==> config.mk <==
export PLATFORM = sky130hd
export DESIGN_NAME = pop3_command_recognizer
export DESIGN_NICKNAME = d
export VERILOG_FILES = /design/src/design/pop3cr_pkg.sv /design/src/design/pop3_command_recognizer.sv
export SDC_FILE = /design/constraint.sdc
export NUM_CORES = 1
export LEC_CHECK = 0
export ABC_AREA = 1
export BUFFER_PORTS_ARGS = -buffer_cell sky130_fd_sc_hd__buf_2
export CAP_MARGIN = 30
export CELL_PAD_IN_SITES_DETAIL_PLACEMENT = 0
export CELL_PAD_IN_SITES_GLOBAL_PLACEMENT = 2
export CORE_ASPECT_RATIO = 1.25
export CORE_UTILIZATION = 39
export CTS_CLUSTER_SIZE = 8
export DETAILED_ROUTE_END_ITERATION = 6
export GPL_TIMING_DRIVEN = 0
export HOLD_SLACK_MARGIN = 0.12
export PLACE_DENSITY_LB_ADDON = 0.1
export SYNTH_ARGS = -nofsm -noshare
export SYNTH_HDL_FRONTEND = slang
export SYNTH_SLANG_ARGS = --single-unit
export TNS_END_PERCENT = 100
==> constraint.sdc <==
create_clock -name clk -period 5.1 [get_ports clk]
set_input_delay 1.02 -clock clk [delete_from_list [all_inputs] [get_ports clk]]
set_output_delay 1.02 -clock clk [all_outputs]
set_load 0.03 [all_outputs]
==> src/design/pop3cr_pkg.sv <==
package pop3cr_pkg;

	localparam int LINE_LEN_W = 10;
	localparam int ARG_LEN_W  = 6;
	localparam int NUM_CMDS   = 8;

	localparam int MAX_LINE_DEFAULT = 512;
	localparam int MAX_ARG_DEFAULT  = 40;

	localparam logic [3:0] CODE_USER  = 4'd0;
	localparam logic [3:0] CODE_PASS  = 4'd1;
	localparam logic [3:0] CODE_APOP  = 4'd2;
	localparam logic [3:0] CODE_LIST  = 4'd3;
	localparam logic [3:0] CODE_RETR  = 4'd4;
	localparam logic [3:0] CODE_TOP   = 4'd5;
	localparam logic [3:0] CODE_UIDL  = 4'd6;
	localparam logic [3:0] CODE_CAPA  = 4'd7;
	localparam logic [3:0] CODE_OTHER = 4'd8;

	localparam logic [7:0] BYTE_CR    = 8'h0D;
	localparam logic [7:0] BYTE_LF    = 8'h0A;
	localparam logic [7:0] BYTE_SPACE = 8'h20;

	typedef logic [3:0] cmd_code_t;
	typedef logic [1:0] arg_count_t;

	// keyword letters, upper case; index [cmd][position]
	localparam logic [0:NUM_CMDS-1][0:3][7:0] KW_TEXT = '{
		'{"U", "S", "E", "R"},
		'{"P", "A", "S", "S"},
		'{"A", "P", "O", "P"},
		'{"L", "I", "S", "T"},
		'{"R", "E", "T", "R"},
		'{"T", "O", "P", 8'h00},
		'{"U", "I", "D", "L"},
		'{"C", "A", "P", "A"}
	};
	// position of the last keyword letter
	localparam logic [0:NUM_CMDS-1][1:0] KW_LAST = '{
		2'd3, 2'd3, 2'd3, 2'd3, 2'd3, 2'd2, 2'd3, 2'd3
	};
	localparam logic [0:NUM_CMDS-1][1:0] KW_MAX = '{
		2'd1, 2'd1, 2'd2, 2'd1, 2'd1, 2'd2, 2'd1, 2'd0
	};
	localparam logic [0:NUM_CMDS-1][1:0] KW_MIN = '{
		2'd1, 2'd1, 2'd2, 2'd0, 2'd1, 2'd2, 2'd0, 2'd0
	};

	function automatic logic multiline_of(cmd_code_t code, arg_count_t cnt);
		logic ml;
		ml = 1'b0;
		case (code)
			CODE_LIST, CODE_UIDL: ml = (cnt == 2'd0);
			CODE_TOP:             ml = (cnt == 2'd2);
			CODE_RETR:            ml = (cnt == 2'd1);
			CODE_CAPA:            ml = 1'b1;
			default:              ml = 1'b0;
		endcase
		return ml;
	endfunction

endpackage

==> src/design/pop3_command_recognizer.sv <==
// channel | signals                               | direction
// --------+---------------------------------------+----------
// in      | in_valid, in_ready, rx_byte           | request in
// out     | out_valid, out_ready, cmd_code,       | request out
//         | arg_count, multiline_reply            |
//
// One byte per cycle while no result stalls; a line result is registered
// from its terminating LF (input register, then result register).
// Reset puts the line state in keyword phase and empties both registers.
// A stalled result holds the byte stage; the byte stage holds in_ready low
// only while it is full and cannot advance.
module pop3_command_recognizer #(
	parameter int MAX_LINE = pop3cr_pkg::MAX_LINE_DEFAULT,
	parameter int MAX_ARG  = pop3cr_pkg::MAX_ARG_DEFAULT
) (
	input  logic                   clk,
	input  logic                   arst_n,
	input  logic                   in_valid,
	output logic                   in_ready,
	input  logic [7:0]             rx_byte,
	output logic                   out_valid,
	input  logic                   out_ready,
	output pop3cr_pkg::cmd_code_t  cmd_code,
	output pop3cr_pkg::arg_count_t arg_count,
	output logic                   multiline_reply
);
	import pop3cr_pkg::*;

	localparam logic [1:0] PH_KEY  = 2'd0;
	localparam logic [1:0] PH_ARGS = 2'd1;
	localparam logic [1:0] PH_CRLF = 2'd2;
	localparam logic [1:0] PH_ERR  = 2'd3;

	localparam logic [LINE_LEN_W-1:0] LINE_LIMIT = LINE_LEN_W'(MAX_LINE);
	localparam logic [ARG_LEN_W-1:0]  ARG_LIMIT  = ARG_LEN_W'(MAX_ARG);

	logic [7:0] rx_byte_s1;
	logic       valid_s1;
	logic       advance;

	logic [1:0]            phase_q, phase_n;
	logic [NUM_CMDS-1:0]   cand_q, cand_n;
	logic [LINE_LEN_W-1:0] line_len_q, line_len_n;
	logic [ARG_LEN_W-1:0]  arg_len_q, arg_len_n;
	arg_count_t            arg_total_q, arg_total_n;
	cmd_code_t             matched_q, matched_n;

	cmd_code_t  cmd_code_q;
	arg_count_t arg_count_q;
	logic       ml_q;
	logic       out_valid_q;

	logic [7:0]          up_c;
	logic [NUM_CMDS-1:0] hit_c, done_c;
	logic [2:0]          sel_c;
	logic [2:0]          m_c;
	arg_count_t          tot_c;
	logic                ok_c;
	logic                emit_c, emit_err_c;
	arg_count_t          emit_cnt_c;
	cmd_code_t           emit_code_c;

	assign advance  = valid_s1 && (!out_valid_q || out_ready);
	assign in_ready = !valid_s1 || advance;

	always_comb begin
		phase_n     = phase_q;
		cand_n      = cand_q;
		line_len_n  = line_len_q;
		arg_len_n   = arg_len_q;
		arg_total_n = arg_total_q;
		matched_n   = matched_q;
		emit_c      = 1'b0;
		emit_err_c  = 1'b0;
		emit_cnt_c  = arg_total_q;
		up_c        = (rx_byte_s1 inside {["a":"z"]}) ? rx_byte_s1 - 8'd32 : rx_byte_s1;
		hit_c       = '0;
		done_c      = '0;
		sel_c       = '0;
		m_c         = matched_q[2:0];
		tot_c       = (arg_len_q > ARG_LEN_W'(1)) ? arg_total_q + 2'd1 : arg_total_q;
		ok_c        = (tot_c <= KW_MAX[m_c]) && (tot_c >= KW_MIN[m_c]);

		for (int i = 0; i < NUM_CMDS; i++) begin
			hit_c[i]  = cand_q[i] && (line_len_q < LINE_LEN_W'(4)) &&
				(up_c == KW_TEXT[i][line_len_q[1:0]]);
			done_c[i] = hit_c[i] && (line_len_q[1:0] == KW_LAST[i]);
		end
		for (int i = NUM_CMDS - 1; i >= 0; i--) begin
			if (done_c[i]) begin
				sel_c = 3'(i);
			end
		end

		case (phase_q)
			PH_KEY: begin
				if (rx_byte_s1 == BYTE_LF) begin
					emit_c     = 1'b1;
					emit_err_c = 1'b1;
				end else begin
					cand_n = hit_c;
					if (|done_c) begin
						matched_n = {1'b0, sel_c};
						arg_len_n = '0;
						phase_n   = (KW_MAX[sel_c] != 2'd0) ? PH_ARGS : PH_CRLF;
					end else if (hit_c == '0) begin
						phase_n = PH_ERR;
					end
				end
			end
			PH_ARGS: begin
				if (rx_byte_s1 == BYTE_SPACE) begin
					if (arg_total_q == KW_MAX[m_c]) begin
						phase_n = PH_ERR;
					end else if (arg_len_q == '0) begin
						arg_len_n = ARG_LEN_W'(1);
					end else if (arg_len_q > ARG_LEN_W'(1)) begin
						arg_total_n = arg_total_q + 2'd1;
						arg_len_n   = ARG_LEN_W'(1);
					end
				end else if (rx_byte_s1 != BYTE_CR && rx_byte_s1 != BYTE_LF) begin
					if (arg_len_q == '0) begin
						phase_n = PH_ERR;
					end else begin
						arg_len_n = arg_len_q + ARG_LEN_W'(1);
					end
				end else begin
					arg_total_n = tot_c;
					if (rx_byte_s1 == BYTE_CR) begin
						if (ok_c) begin
							phase_n   = PH_CRLF;
							arg_len_n = ARG_LEN_W'(1);
						end else begin
							phase_n = PH_ERR;
						end
					end else begin
						emit_c     = 1'b1;
						emit_err_c = !ok_c;
						emit_cnt_c = tot_c;
					end
				end
			end
			PH_CRLF: begin
				if (rx_byte_s1 == (arg_len_q[0] ? BYTE_LF : BYTE_CR)) begin
					if (arg_len_q[0]) begin
						emit_c = 1'b1;
					end else begin
						arg_len_n = ARG_LEN_W'(1);
					end
				end else begin
					phase_n = PH_ERR;
				end
			end
			default: begin
				if (rx_byte_s1 == BYTE_LF) begin
					emit_c     = 1'b1;
					emit_err_c = 1'b1;
				end
			end
		endcase

		if (emit_c) begin
			phase_n     = PH_KEY;
			cand_n      = '1;
			line_len_n  = '0;
			arg_len_n   = '0;
			arg_total_n = '0;
			matched_n   = CODE_OTHER;
		end else begin
			if (line_len_q == LINE_LIMIT ||
				(phase_n == PH_ARGS && arg_len_n == ARG_LIMIT)) begin
				phase_n = PH_ERR;
			end
			if (line_len_q != '1) begin
				line_len_n = line_len_q + LINE_LEN_W'(1);
			end
		end

		emit_code_c = (emit_err_c || matched_q > CODE_CAPA) ? CODE_OTHER : matched_q;
	end

	always_ff @(posedge clk or negedge arst_n) begin
		if (!arst_n) begin
			valid_s1 <= 1'b0;
		end else if (in_ready) begin
			valid_s1 <= in_valid;
		end
	end

	always_ff @(posedge clk) begin
		if (in_valid && in_ready) begin
			rx_byte_s1 <= rx_byte;
		end
	end

	always_ff @(posedge clk or negedge arst_n) begin
		if (!arst_n) begin
			phase_q     <= PH_KEY;
			cand_q      <= '1;
			line_len_q  <= '0;
			arg_len_q   <= '0;
			arg_total_q <= '0;
			matched_q   <= CODE_OTHER;
		end else if (advance) begin
			phase_q     <= phase_n;
			cand_q      <= cand_n;
			line_len_q  <= line_len_n;
			arg_len_q   <= arg_len_n;
			arg_total_q <= arg_total_n;
			matched_q   <= matched_n;
		end
	end

	always_ff @(posedge clk or negedge arst_n) begin
		if (!arst_n) begin
			out_valid_q <= 1'b0;
		end else if (advance && emit_c) begin
			out_valid_q <= 1'b1;
		end else if (out_ready) begin
			out_valid_q <= 1'b0;
		end
	end

	always_ff @(posedge clk) begin
		if (advance && emit_c) begin
			cmd_code_q  <= emit_code_c;
			arg_count_q <= emit_cnt_c;
			ml_q        <= multiline_of(emit_code_c, emit_cnt_c);
		end
	end

	assign out_valid       = out_valid_q;
	assign cmd_code        = cmd_code_q;
	assign arg_count       = arg_count_q;
	assign multiline_reply = ml_q;

	a_other_not_multiline: assert property (@(posedge clk) disable iff (!arst_n)
		out_valid && cmd_code == CODE_OTHER |-> !multiline_reply)
		else $error("multiline flag on unrecognized command");

	a_key_no_args: assert property (@(posedge clk) disable iff (!arst_n)
		phase_q == PH_KEY |-> arg_total_q == 2'd0 && arg_len_q == '0)
		else $error("argument state left over in keyword phase");

	a_crlf_len: assert property (@(posedge clk) disable iff (!arst_n)
		phase_q == PH_CRLF |-> arg_len_q <= ARG_LEN_W'(1))
		else $error("line-end tracker out of range");

	a_key_has_cand: assert property (@(posedge clk) disable iff (!arst_n)
		phase_q == PH_KEY |-> cand_q != '0)
		else $error("keyword phase with no candidate");

	a_matched_valid: assert property (@(posedge clk) disable iff (!arst_n)
		phase_q == PH_ARGS || phase_q == PH_CRLF |-> matched_q <= CODE_CAPA)
		else $error("argument phase without a matched command");

endmodule
==> results.md <==
* Final layout net count at 688
* Area leader, netlist: dfrtp_1
* Mapped Area at 4410 µm²
* Hold slack at 0.4779 ns
* Area grow syn2layout at 9.504%
* Die footprint at 11740 µm²
* Net load switching power at 1.250 mW
* CTS buffer count at 5
* Register Area at 1313 µm²
* CP dominant cell by count: nand2_1
* Residual DRC count at 0
* Pins Over Slew Limit at 0
* Worst skew pair latency at 0.30 ns
* Synth unique cells at 55
* FMAX at 261.2 MHz
* Post-DP HPWL at 10.07 mm
* DR iter-0 viols at 199
* Status: finished, final reports clean
* Worst hold path type: flop to flop
* Synth Net Count at 661
* DR pass1 iterations at 4
* Worst slack, placed at 1.232 ns
* Cts repair resizes at 0
* Avg Inst Size Synth at 6.979 µm²
* CP endpoint kind: flop
* Initial antenna violation count at 0
* GPL Wtd Cong at 0.8716
* Yosys warns at 0
* PortBufs at 20
* Leakage Power at 2.195 nW
* Clk slew on worst S/H paths at 0.07 ns
* Die extent in y at 120.9 µm
* Row Count at 43
* Worst slew margin at 41.15%
* P_int at 1.169 mW
* Tcrit/Tclk final at 75.06%
* # setup viols final at 0
* Total grt overflow at 0
* Final worst slack at 1.272 ns
* Final hold vios at 0
* Peak supply drop at 226.4 µV
* Seq/Total Area, Yosys at 29.76%
* Synth area leaders: dfrtp_1 14%, nand2_1 12%, edfxtp_1 10%
* CTS root buf: clkbuf_16
* Largest net degree at the start of global routing at 35
* Post-CTS setup buffers at 0
* Fin Setup TNS at 0 ns
* Crit Path Category: flop to flop
* Core footprint at 11030 µm²
* FF+latch count, synth at 49
* Die W at 97.12 µm
* # Max-Cap Violations at 0
* Mean number of vias per cell at 5.297
* RSZ-0062 raised after global routing: no
* Critical Path AT at 4.07 ns
* Transition time of the tightest slew-check pin at 0.8827 ns
* # hold bufs at CTS at 0
* Clk pwr share at 14.5%
* CTS tree: yes
* Layout cell share with drive strength beyond 1 at 16.67%
* CP Launch Type: flop
* Detailed Route WL at 12.73 mm
* First-pass GRT wire length at 20.63 mm
* Sw Ratio at 51.67%
* Crit Path Max Fanout at 10
* IO Count at 21
* Vias post-DR at 4211
* Vias in the first global route at 3998
* Worst Skew at 0.006593 ns
* Max H-tree Level at 2
* Top-area cell type share of the netlist area at 14.18%
* Max clock buf depth at 2
* Syn Inst Count at 632
* Footprint of the multi-input gates at 2663 µm²
* Total power at 2.419 mW
* GRT Util Overall at 22.28%
* Fillers at 1150
* Starting Density at 39.99%
* Final min period at 3.828 ns
* Worst path max stage delay at 0.50 ns
* Sequential share of power at 26.5%
* Logic pwr share at 59.0%
* Final ANT Viol Nets at 0
* Clock sinks at 49
* Routed wire per std cell at 16.02 µm
* Antenna cells at 0
* Pwr Density at 500.9 nW/µm²
* Req. time, crit path at 5.34 ns
* CP max-delay cell: dfrtp_1
-- cell usage after synthesis, drive strengths merged --
cell,number
nor3b,2
ha,17
o211ai,5
or2,1
clkbuf,4
dfstp,9
o31ai,2
a22oi,1
inv,90
o41ai,2
o22a,1
and2,1
clkinv,1
a32o,1
nand2,159
o22ai,6
edfxtp,15
a21oi,34
nor2,85
and3,1
nor3,18
xnor2,3
o2111ai,2
o21a,1
buf,9
nand3b,6
nand3,43
o21ai,40
o21bai,1
nand4,23
a21boi,1
dfrtp,25
a31oi,9
nor4,5
xor2,9
-- metal layers --
metal	part of all wire [%]	up-vias	GRT usage (%)	wire length, µm
li1	-	2160	-	-
met1	43	1954	26.72	5446
met2	52	80	41.20	6624
met3	3.0	17	2.304	381
met4	2.2	0	7.743	280
met5	0	-	0	0
-- critical path, delay by kind of cell (launching register included) --
family	cells	cell delay [ns]
flip-flops	1	0.50
buffers and inverters	5	0.65
AO/OA/AOI/OAI	4	0.73
AND/OR/NAND/NOR	14	1.20
XOR/XNOR	1	0.20
adder cells (fa/ha/maj)	2	0.50
-- power groups by stage --
stage                     logic [mW]  clock network (mW)  registers [mW]
final                           1.43               0.350           0.641
after global routing            1.61               0.373           0.655
after CTS                       1.43               0.362           0.640
after detailed placement        1.43                   0           0.646
after global placement          1.41                   0           0.646
after floorplan                 1.04                   0           0.650
-- through the flow --
stage,cells,util [%],instance area (µm²)
final,795,43.79,4830
after global routing,795,43.79,4830
after CTS,795,43.79,4830
after detailed placement,787,42.43,4679
after global placement,787,42.43,4679
after floorplan,632,-,4410
-- state kept, by name (all words and copies together), names as in the netlist, 2 cells and up --
name	cells
matched_q	4
line_len_q	10
arg_count	2
phase_q	2
cand_q	8
arg_len_q	6
rx_byte_s1	8
arg_total_q	2
cmd_code	4
-- worst paths after layout --
| check | cells after the start | endpoint | startpoint | slack, ns |
|---|---|---|---|---|
| min reg2reg | 2 | cand_q[3]$_DFFE_PN1P_ | cand_q[3]$_DFFE_PN1P_ | 0.48 |
| max reg2reg | 26 | phase_q[1]$_DFFE_PN0P_ | arg_len_q[0]$_DFFE_PN0P_ | 1.27 |
| min | 2 | cand_q[3]$_DFFE_PN1P_ | cand_q[3]$_DFFE_PN1P_ | 0.48 |
| max | 26 | phase_q[1]$_DFFE_PN0P_ | arg_len_q[0]$_DFFE_PN0P_ | 1.27 |
| max in group asynchronous | 1 | line_len_q[1]$_DFFE_PN0P_ | arst_n | 3.70 |
| min in group asynchronous | 1 | arg_total_q[1]$_DFFE_PN0P_ | arst_n | 0.82 |
-- final cells by class --
class                      instances  area share, %
inverter                          91          7.280
tap                              135          3.497
buffer                            13          1.736
clock inverter                     3         0.5181
multi-input combinational        479          55.13
sequential                        49          27.18
timing repair buffer              20          2.073
clock buffer                       5          2.591
-- layout by cell type, fill, tap and decap left out, drive strengths merged, types with 2 or more instances in the layout --
cell,count
o2111ai,2
o21ai,40
nand3b,6
a31oi,9
o31ai,2
o211ai,5
clkbuf,9
ha,17
a21oi,34
nor2,85
xnor2,3
edfxtp,15
nor3,18
nand2,159
nand4,23
xor2,9
inv,92
dfstp,9
o22ai,6
dfrtp,25
o41ai,2
nor3b,2
nor4,5
buf,29
nand3,43
-- kinds of logic after synthesis --
family	Yosys count	synth area share, %
flops	49	29.76
buf+inv	104	9.872
fa+ha+maj	17	4.823
compound gates	106	14.24
simple gates	344	38.92
xor+xnor	12	2.383
Note: power is estimated with default switching activity, not from simulation.
